==> src/rtl/core/fcsk_pkg.sv <==
// Shared types, constants and the sequencer program of the stress kernel.
// No dependencies; imported by every module of the unit.
package fcsk_pkg;

	localparam int QDEPTH = 2;
	localparam int QPTR_W = $clog2(QDEPTH);
	localparam int PC_W = 7;
	localparam int RF_DEPTH = 16;
	localparam int RF_AW = $clog2(RF_DEPTH);
	localparam int DIV_BITS = 88;
	localparam int DIV_CW = $clog2(DIV_BITS);
	localparam int CFG_IDX_W = 2;
	localparam int CFG_DATA_W = 40;

	localparam logic [CFG_IDX_W-1:0] REG_SHEAR = 2'd0;
	localparam logic [CFG_IDX_W-1:0] REG_LAMBDA = 2'd1;
	localparam logic [CFG_IDX_W-1:0] REG_FLOOR = 2'd2;

	localparam logic [24:0] FLOOR_RESET = 25'd17;
	localparam logic [63:0] ONE_Q24 = 64'd16777216;
	localparam logic [63:0] SAT_MAX = {1'b0, {63{1'b1}}};
	localparam logic [63:0] SAT_MIN = {1'b1, 63'd0};

	localparam logic [PC_W-1:0] M0_START = 7'd5;
	localparam logic [PC_W-1:0] M1_START = 7'd30;

	// operand selectors: below 16 a scratch register, 16 and above a fixed source
	localparam logic [4:0] SF0 = 5'd16;
	localparam logic [4:0] SF1 = 5'd17;
	localparam logic [4:0] SF2 = 5'd18;
	localparam logic [4:0] SSCALE = 5'd19;
	localparam logic [4:0] SMU = 5'd20;
	localparam logic [4:0] SLA = 5'd21;
	localparam logic [4:0] SMU2 = 5'd22;
	localparam logic [4:0] SLAH = 5'd23;
	localparam logic [4:0] SONE = 5'd24;

	typedef struct packed {
		logic        mode;
		logic [31:0] s1;
		logic [31:0] s2;
		logic [31:0] s3;
		logic [30:0] scale;
	} item_t;

	typedef enum logic [2:0] {OP_MUL, OP_DIV, OP_ADD, OP_SUB, OP_CLAMP} op_t;

	typedef struct packed {
		op_t              op;
		logic [RF_AW-1:0] dst;
		logic [4:0]       src_a;
		logic [4:0]       src_b;
		logic             emit;
		logic             last;
		logic             branch;
	} inst_t;

	function automatic inst_t mk(input op_t op, input logic [3:0] dst, input logic [4:0] a,
			input logic [4:0] b, input logic emit, input logic last, input logic branch);
		inst_t i;
		i.op = op;
		i.dst = dst;
		i.src_a = a;
		i.src_b = b;
		i.emit = emit;
		i.last = last;
		i.branch = branch;
		return i;
	endfunction

	// Program: shared prologue, then mode 0 from M0_START, mode 1 from M1_START.
	// Scratch: 0-2 cofactors, 3 J, 4 J-1, 15 discard for emitted values.
	function automatic inst_t prog(input logic [PC_W-1:0] pc);
		inst_t p;
		unique case (pc)
			7'd0:  p = mk(OP_MUL, 4'd0, SF1, SF2, 1'b0, 1'b0, 1'b0);
			7'd1:  p = mk(OP_MUL, 4'd1, SF0, SF2, 1'b0, 1'b0, 1'b0);
			7'd2:  p = mk(OP_MUL, 4'd2, SF0, SF1, 1'b0, 1'b0, 1'b0);
			7'd3:  p = mk(OP_MUL, 4'd3, 5'd2, SF2, 1'b0, 1'b0, 1'b0);
			7'd4:  p = mk(OP_SUB, 4'd4, 5'd3, SONE, 1'b0, 1'b0, 1'b1);
			// stress and energy
			7'd5:  p = mk(OP_MUL, 4'd5, SSCALE, SMU, 1'b0, 1'b0, 1'b0);
			7'd6:  p = mk(OP_ADD, 4'd5, 5'd5, 5'd5, 1'b0, 1'b0, 1'b0);
			7'd7:  p = mk(OP_MUL, 4'd6, SSCALE, SLA, 1'b0, 1'b0, 1'b0);
			7'd8:  p = mk(OP_MUL, 4'd6, 5'd6, 5'd4, 1'b0, 1'b0, 1'b0);
			7'd9:  p = mk(OP_SUB, 4'd7, SF0, SONE, 1'b0, 1'b0, 1'b0);
			7'd10: p = mk(OP_SUB, 4'd8, SF1, SONE, 1'b0, 1'b0, 1'b0);
			7'd11: p = mk(OP_SUB, 4'd9, SF2, SONE, 1'b0, 1'b0, 1'b0);
			7'd12: p = mk(OP_MUL, 4'd10, 5'd5, 5'd7, 1'b0, 1'b0, 1'b0);
			7'd13: p = mk(OP_MUL, 4'd11, 5'd6, 5'd0, 1'b0, 1'b0, 1'b0);
			7'd14: p = mk(OP_ADD, 4'd15, 5'd10, 5'd11, 1'b1, 1'b0, 1'b0);
			7'd15: p = mk(OP_MUL, 4'd10, 5'd5, 5'd8, 1'b0, 1'b0, 1'b0);
			7'd16: p = mk(OP_MUL, 4'd11, 5'd6, 5'd1, 1'b0, 1'b0, 1'b0);
			7'd17: p = mk(OP_ADD, 4'd15, 5'd10, 5'd11, 1'b1, 1'b0, 1'b0);
			7'd18: p = mk(OP_MUL, 4'd10, 5'd5, 5'd9, 1'b0, 1'b0, 1'b0);
			7'd19: p = mk(OP_MUL, 4'd11, 5'd6, 5'd2, 1'b0, 1'b0, 1'b0);
			7'd20: p = mk(OP_ADD, 4'd15, 5'd10, 5'd11, 1'b1, 1'b0, 1'b0);
			7'd21: p = mk(OP_MUL, 4'd13, 5'd7, 5'd7, 1'b0, 1'b0, 1'b0);
			7'd22: p = mk(OP_MUL, 4'd12, 5'd8, 5'd8, 1'b0, 1'b0, 1'b0);
			7'd23: p = mk(OP_ADD, 4'd13, 5'd13, 5'd12, 1'b0, 1'b0, 1'b0);
			7'd24: p = mk(OP_MUL, 4'd12, 5'd9, 5'd9, 1'b0, 1'b0, 1'b0);
			7'd25: p = mk(OP_ADD, 4'd13, 5'd13, 5'd12, 1'b0, 1'b0, 1'b0);
			7'd26: p = mk(OP_MUL, 4'd10, SMU, 5'd13, 1'b0, 1'b0, 1'b0);
			7'd27: p = mk(OP_MUL, 4'd11, 5'd4, 5'd4, 1'b0, 1'b0, 1'b0);
			7'd28: p = mk(OP_MUL, 4'd11, SLAH, 5'd11, 1'b0, 1'b0, 1'b0);
			7'd29: p = mk(OP_ADD, 4'd15, 5'd10, 5'd11, 1'b1, 1'b1, 1'b0);
			// derivative terms
			7'd30: p = mk(OP_ADD, 4'd5, 5'd3, 5'd3, 1'b0, 1'b0, 1'b0);
			7'd31: p = mk(OP_SUB, 4'd5, 5'd5, SONE, 1'b0, 1'b0, 1'b0);
			7'd32: p = mk(OP_SUB, 4'd6, SONE, 5'd3, 1'b0, 1'b0, 1'b0);
			7'd33: p = mk(OP_CLAMP, 4'd7, SF0, SF1, 1'b0, 1'b0, 1'b0);
			7'd34: p = mk(OP_CLAMP, 4'd8, SF0, SF2, 1'b0, 1'b0, 1'b0);
			7'd35: p = mk(OP_CLAMP, 4'd9, SF1, SF2, 1'b0, 1'b0, 1'b0);
			7'd36: p = mk(OP_MUL, 4'd10, SLA, SF2, 1'b0, 1'b0, 1'b0);
			7'd37: p = mk(OP_MUL, 4'd11, SLA, SF1, 1'b0, 1'b0, 1'b0);
			7'd38: p = mk(OP_MUL, 4'd12, SLA, SF0, 1'b0, 1'b0, 1'b0);
			7'd39: p = mk(OP_MUL, 4'd13, 5'd0, 5'd0, 1'b0, 1'b0, 1'b0);
			7'd40: p = mk(OP_MUL, 4'd13, SLA, 5'd13, 1'b0, 1'b0, 1'b0);
			7'd41: p = mk(OP_ADD, 4'd15, SMU2, 5'd13, 1'b1, 1'b0, 1'b0);
			7'd42: p = mk(OP_MUL, 4'd13, 5'd1, 5'd1, 1'b0, 1'b0, 1'b0);
			7'd43: p = mk(OP_MUL, 4'd13, SLA, 5'd13, 1'b0, 1'b0, 1'b0);
			7'd44: p = mk(OP_ADD, 4'd15, SMU2, 5'd13, 1'b1, 1'b0, 1'b0);
			7'd45: p = mk(OP_MUL, 4'd13, 5'd2, 5'd2, 1'b0, 1'b0, 1'b0);
			7'd46: p = mk(OP_MUL, 4'd13, SLA, 5'd13, 1'b0, 1'b0, 1'b0);
			7'd47: p = mk(OP_ADD, 4'd15, SMU2, 5'd13, 1'b1, 1'b0, 1'b0);
			7'd48: p = mk(OP_MUL, 4'd15, 5'd10, 5'd5, 1'b1, 1'b0, 1'b0);
			7'd49: p = mk(OP_MUL, 4'd15, 5'd11, 5'd5, 1'b1, 1'b0, 1'b0);
			7'd50: p = mk(OP_MUL, 4'd15, 5'd12, 5'd5, 1'b1, 1'b0, 1'b0);
			7'd51: p = mk(OP_DIV, 4'd13, SMU2, 5'd7, 1'b0, 1'b0, 1'b0);
			7'd52: p = mk(OP_MUL, 4'd14, 5'd10, 5'd6, 1'b0, 1'b0, 1'b0);
			7'd53: p = mk(OP_ADD, 4'd15, 5'd13, 5'd14, 1'b1, 1'b0, 1'b0);
			7'd54: p = mk(OP_DIV, 4'd13, SMU2, 5'd8, 1'b0, 1'b0, 1'b0);
			7'd55: p = mk(OP_MUL, 4'd14, 5'd11, 5'd6, 1'b0, 1'b0, 1'b0);
			7'd56: p = mk(OP_ADD, 4'd15, 5'd13, 5'd14, 1'b1, 1'b0, 1'b0);
			7'd57: p = mk(OP_DIV, 4'd13, SMU2, 5'd9, 1'b0, 1'b0, 1'b0);
			7'd58: p = mk(OP_MUL, 4'd14, 5'd12, 5'd6, 1'b0, 1'b0, 1'b0);
			7'd59: p = mk(OP_ADD, 4'd15, 5'd13, 5'd14, 1'b1, 1'b0, 1'b0);
			7'd60: p = mk(OP_DIV, 4'd13, SONE, 5'd7, 1'b0, 1'b0, 1'b0);
			7'd61: p = mk(OP_SUB, 4'd13, SONE, 5'd13, 1'b0, 1'b0, 1'b0);
			7'd62: p = mk(OP_MUL, 4'd15, SMU2, 5'd13, 1'b1, 1'b0, 1'b0);
			7'd63: p = mk(OP_DIV, 4'd13, SONE, 5'd8, 1'b0, 1'b0, 1'b0);
			7'd64: p = mk(OP_SUB, 4'd13, SONE, 5'd13, 1'b0, 1'b0, 1'b0);
			7'd65: p = mk(OP_MUL, 4'd15, SMU2, 5'd13, 1'b1, 1'b0, 1'b0);
			7'd66: p = mk(OP_DIV, 4'd13, SONE, 5'd9, 1'b0, 1'b0, 1'b0);
			7'd67: p = mk(OP_SUB, 4'd13, SONE, 5'd13, 1'b0, 1'b0, 1'b0);
			7'd68: p = mk(OP_MUL, 4'd15, SMU2, 5'd13, 1'b1, 1'b1, 1'b0);
			default: p = mk(OP_ADD, 4'd15, SONE, SONE, 1'b0, 1'b1, 1'b0);
		endcase
		return p;
	endfunction

endpackage

==> src/rtl/core/fcsk_front.sv <==
// Front end: accepts input transfers and buffers them in a two-entry queue.
// Depends on fcsk_pkg.
module fcsk_front import fcsk_pkg::*; (
	input  logic         clk,
	input  logic         arst_n,
	input  logic         s_axis_tvalid,
	output logic         s_axis_tready,
	input  logic [127:0] s_axis_tdata,  // sigma_one, sigma_two, sigma_three, stress_scale, pad
	input  logic         s_axis_tuser,  // mode
	output logic         q_valid,
	output item_t        q_item,
	input  logic         q_pop
);

	item_t             mem_q [QDEPTH];
	logic [QPTR_W-1:0] wr_q, rd_q;
	logic [QPTR_W:0]   cnt_q;
	logic              push;
	item_t             in_item;

	// unpack the transfer into an item
	always_comb begin
		in_item.mode = s_axis_tuser;
		in_item.s1 = s_axis_tdata[31:0];
		in_item.s2 = s_axis_tdata[63:32];
		in_item.s3 = s_axis_tdata[95:64];
		in_item.scale = s_axis_tdata[126:96];
	end

	assign s_axis_tready = (cnt_q != (QPTR_W+1)'(QDEPTH));
	assign push = s_axis_tvalid && s_axis_tready;
	assign q_valid = (cnt_q != '0);
	assign q_item = mem_q[rd_q];

	// queue storage
	always_ff @(posedge clk) begin
		if (push) begin
			mem_q[wr_q] <= in_item;
		end
	end

	// pointers and fill count
	always_ff @(posedge clk or negedge arst_n) begin
		if (!arst_n) begin
			wr_q <= '0;
			rd_q <= '0;
			cnt_q <= '0;
		end else begin
			if (push) wr_q <= wr_q + 1'b1;
			if (q_pop) rd_q <= rd_q + 1'b1;
			if (push && !q_pop) cnt_q <= cnt_q + 1'b1;
			else if (!push && q_pop) cnt_q <= cnt_q - 1'b1;
		end
	end

endmodule

==> config.mk <==
export PLATFORM = sky130hd
export DESIGN_NAME = fcsk_front
export DESIGN_NICKNAME = d
export VERILOG_FILES = /design/src/rtl/core/fcsk_pkg.sv /design/src/rtl/core/fcsk_front.sv
export SDC_FILE = /design/constraint.sdc
export NUM_CORES = 1
export LEC_CHECK = 0
export BUFFER_PORTS_ARGS = -buffer_cell sky130_fd_sc_hd__buf_2
export CAP_MARGIN = 20
export CELL_PAD_IN_SITES_DETAIL_PLACEMENT = 1
export CELL_PAD_IN_SITES_GLOBAL_PLACEMENT = 1
export CORE_MARGIN = 2
export CORE_UTILIZATION = 44
export DETAILED_ROUTE_END_ITERATION = 12
export HOLD_SLACK_MARGIN = 0.02
export PLACE_DENSITY_LB_ADDON = 0.1
export SETUP_SLACK_MARGIN = 0.5
export SLEW_MARGIN = 30
export SYNTH_ARGS = -nofsm -noshare
export SYNTH_HDL_FRONTEND = slang
export SYNTH_SLANG_ARGS = --single-unit
==> constraint.sdc <==
create_clock -name clk -period 9.65 [get_ports clk]
set_clock_uncertainty 0.2 [all_clocks]
set_input_delay 1.93 -clock clk [delete_from_list [all_inputs] [get_ports clk]]
set_output_delay 1.93 -clock clk [all_outputs]
set_load 0.01 [all_outputs]
## After elaboration in Yosys (flattened, before gate mapping)

Memories as Yosys holds them, arrays and structs flattened.
Cells that the tools add are included.

- Memories kept: 1
- Input bits: 133
- Register bits after elaboration: 4
- Memory bits (writable): 256

- Reductions and logical operators: 7
- Equal/unequal tests: 1
- Add/sub/neg operators: 4
- Muxes and demuxes: 4

Memories:

| name | words | width | rd ports | clocked after Yosys merged registers in | wr ports | RTL line | source |
|---|---|---|---|---|---|---|---|
| mem_q | 2 | 128 | 1 | 0 | 1 | fcsk_front.sv:15 | `item_t mem_q [QDEPTH];` |

Operators with widths:

| kind | number |
|---|---|
| two-way mux 2 bit | 2 |
| nonzero test 2 bit | 2 |
| logical AND 1 bit | 3 |
| adder 1 bit, second input constant | 2 |
| adder 2 x 1 -> 2 bit, second input constant | 1 |
| logical NOT 1 bit | 2 |
| two-way mux 1 bit | 2 |
| inequality test 2 bit, second input constant | 1 |
| subtractor 2 x 1 -> 2 bit, second input constant | 1 |

## Longest topological paths before layout

- Depth in word-level cells: 6
- Gate-level depth with buffers: 7
- Gate-level depth less buffers: 7

## Worst setup path before layout

Ideal clock, no wire load.

- Path kind: input port to flip-flop
- Start point: in s_axis_tvalid
- End point: mem mem_q[0][0] (netlist name) (enable)
- Data required time: 8.833 ns
- Arrival: 7.340 ns
- Library setup time: 0.617 ns
- Path buffers: 0
- Slack: 1.494 ns
- Stages: 2
- Path through: nand2_1 -> nor2_1

- Word-level cells in the longest chain between the ends: 3

RTL lines:

| item | RTL line | source |
|---|---|---|
| start: declaration | fcsk_front.sv:6 | `input logic s_axis_tvalid,` |
| logical AND 1 bit | fcsk_front.sv:31 | `assign push = s_axis_tvalid && s_axis_tready;` |
| two-way mux 1 bit | fcsk_front.sv:37 | `if (push) begin` |
| two-way mux 1 bit (implied by the code) | fcsk_front.sv:38 | `mem_q[wr_q] <= in_item;` |
| end: declaration | fcsk_front.sv:15 |  |

Every way passes these cells.

==> flow_metrics.py <==
metrics = {
    "clocking": {
        "clock_insertion_delay_worst_skew_ps": 510,
        "post_cts_buffers": 0,
        "cts.clk_slew.worst_paths_ps": 60,
        "cts_buffer_depth": 3,
        "cts_tree": "yes",
        "cts_num_sinks": 260,
        "clock_tree.htree_level_count": 1,
        "cts.repair.resized": 0,
        "cts_inserted_buffers": 27,
        "cts-hold-fix-buffers": 0,
        "clk_root_buffer_cell": "clkbuf_16",
    },
    "drt": {
        "via_per_inst": 4.85,
        "initialDrtViolationCount": 202,
        "detail_route.drc_violations": 0,
        "drt_pre_antenna_iters": 4,
        "drtAntennaViolNets": 0,
        "totalWireLength_mm": 19.0,
        "route.vias.total": 4808,
        "detail_route.wl_per_cell_um": 19.2,
    },
    "yosys": {
        "ys_ff_latch": 260,
        "synth_area_leader_cell": "edfxtp_1",
        "yosys-top-cells-count": "edfxtp_1 (256), mux2_2 (128), buf_6 (13)",
        "ys_async_sr_fraction_pct": 1.54,
        "synth.yosys.seq_area_share_pct": 82.2,
        "syn_avg_cell_area_um2": 22.8,
        "synthTopCellsByArea": "edfxtp_1 (81%), mux2_2 (15%), buf_6 (1.5%), dfrtp_1 (1.1%), xor2_1 (0.28%)",
        "synth_top_flop_cell": "edfxtp_1",
        "netlist_area_um2": 9470,
        "netlist-cell-type-count": 14,
        "yosysTopAreaCellShare_pct": 81.1,
        "yosys_warnings": 0,
        "netlist_instances": 416,
        "synth_enable_flop_cells": 256,
        "postSynthNetCount": 550,
        "synth.most_common_cell": "edfxtp_1",
    },
    "power": {
        "leakage_nw": 4.41,
        "clkPwrFrac_pct": 26.0,
        "power_per_cell_area_nw_per_um2": 301,
        "netSwitchingFraction_pct": 28.8,
        "report.power.total_w": 0.00356,
        "power.share.sequential_pct": 46.5,
        "combinationalPowerShare_pct": 27.5,
        "switching_pwr_w": 0.00102,
        "p_int_w": 0.00253,
        "vdd_drop_max_mv": 0.158,
    },
    "floorplanning": {
        "io_pins": 263,
        "die_h_um": 151,
        "core_area_um2": 21100,
        "dieArea_um2": 22700,
        "fp.dieW_um": 151,
        "row_count": 53,
        "initial_core_util_pct": 44.9,
    },
    "cells_and_area": {
        "post_layout_nonfiller_instances": 991,
        "share_of_post_route_cells_with_drive_strength_above_1_pct": 60.2,
        "area_growth_syn_to_layout_pct": 24.6,
        "final_nets": 830,
    },
    "grt": {
        "grt_start_max_net_pins": 70,
        "antenna_violations_before_repair": 6,
        "global_route.overflow_total": 0,
        "gr-usage-all-layers_pct": 16.3,
        "grt_pass1_vias": 5189,
        "first_pass_grt_wire_length_mm": 28.3,
    },
    "placed_design": {
        "post-dp-hpwl_mm": 12.5,
        "portBuffers": 261,
        "placed_cells": 942,
        "gpl.final_weighted_congestion": 0.739,
    },
    "worst_setup_path": {
        "worstReg2RegStart": "cnt_q[0]",
        "critPathKind": "reg2out",
        "crit-reg2reg-capture": "mem_q[0][0]",
        "timing.reg2reg.setup_slack_ps": 6610,
        "worstSetupEndpointType": "output port",
        "cp_max_fo": 69,
        "crit_path_start_kind": "register",
        "critical_path_required_ps": 7520,
        "critPathArrivalTime_ps": 2940,
        "timing.reg2reg.worst_path_depth": 5,
    },
    "min_path": {
        "hold_path_class": "reg2reg",
        "whs_endpoint": "cnt_q[1]",
        "hold_start": "cnt_q[1]",
        "worst_hold_path.num_cells": 1,
    },
    "sta": {
        "fin_crit_ps": 5070,
        "final_hold_viol_count": 0,
        "worst_slew_pin_slew_ps": 926,
        "min_period_over_period_pct": 52.5,
        "fmaxAchievable_mhz": 197,
        "finalMaxSlewViolations": 0,
        "setup_viol_count_final": 0,
        "setup_total_negative_slack_ps": 0,
        "relSlewSlack_pct": 38.3,
        "setup_repair_after_global_routing_missed_its_margin": "false",
    },
    "flow_run": {
        "cap_viol_max_count": 0,
    },
    "outcome": {
        "run_status": "complete, no violations",
    },
}
logic make-up (layout without fill, tap and decap cells):
group | Yosys count | in the layout | synth area share, %
buffers and inverters | 16 | 314 | 1.68
AND/OR/NAND/NOR | 6 | 6 | 0.317
adder cells (fa/ha/maj) | 1 | 1 | 0.132
multiplexers | 128 | 128 | 15.2
XOR/XNOR | 5 | 5 | 0.462
flip-flops | 260 | 260 | 82.2
other | 0 | 2 | 0
stage by stage:
stage	hold slack [ps]	instance area [um^2]	util [%]	worst slack (ps)
after floorplan	256	9470	-	1490
after global placement	275	11000	52.3	5060
after detailed placement	325	11000	52.3	5040
after CTS	341	11800	56.0	4490
after global routing	362	11800	56.0	4350
final	340	11800	56.0	4580
area by class of cell:
class | instances | area (um^2)
diodes | 2 | 5.00
repair buffers | 265 | 1340
clock buffers | 34 | 702
flip-flops and latches | 260 | 7790
multi-input cells | 140 | 1540
clock inverters | 13 | 81.3
fillers | 1960 | 9280
well taps | 275 | 344
inverters | 2 | 7.51
metal layers:
metal  up-vias  track usage (%)  wire length, um
met2       178             27.9             9700
met4         8             4.44              494
met3        40             6.33             1820
li1       2223                -                -
met1      2359             19.2             6960
met5         -                0               54
how the worst max path moves through the flow:
| stage | startpoint | end |
|---|---|---|
| finish | rd_q | q_item[111] |
| global route | rd_q | q_item[111] |
| CTS | rd_q | q_item[95] |
| detailed placement | rd_q | q_item[111] |
| global placement | rd_q | q_item[111] |
| floorplan | s_axis_tvalid | mem_q[0][0] |
worst max-delay path, stage by stage (launching register included):
cell	delay, ps
dfrtp_4	960
buf_4	830
mux2_2	430
buf_2	140
registers in the layout, summed over array words and instances (netlist names):
signal and flops:
rd_q 1, cnt_q 2, wr_q 1, mem_q 256
placed cells by master (no fill, tap or decap):
master,instances
or2_2,1
nor2_4,1
nand2b_1,1
buf_4,4
dfrtp_1,3
diode_2,2
buf_2,261
edfxtp_1,256
clkbuf_1,7
bufinv_16,1
clkinv_1,7
nor2_1,1
ha_1,1
mux2_2,128
inv_1,2
clkinv_2,5
clkbuf_16,27
xnor2_1,2
nand2_1,1
xor2_1,3
and3_4,1
dfrtp_4,1
power groups by stage:
stage	Combinational [W]	Clock [W]	Sequential, W
floorplan	0.000697	0	0.00165
global placement	0.000986	0	0.00166
detailed placement	0.00100	0	0.00168
CTS	0.00101	0.000955	0.00166
global route	0.00107	0.000994	0.00169
finish	0.000980	0.000925	0.00165
No activity file was read; power rests on OpenSTA's default activity.
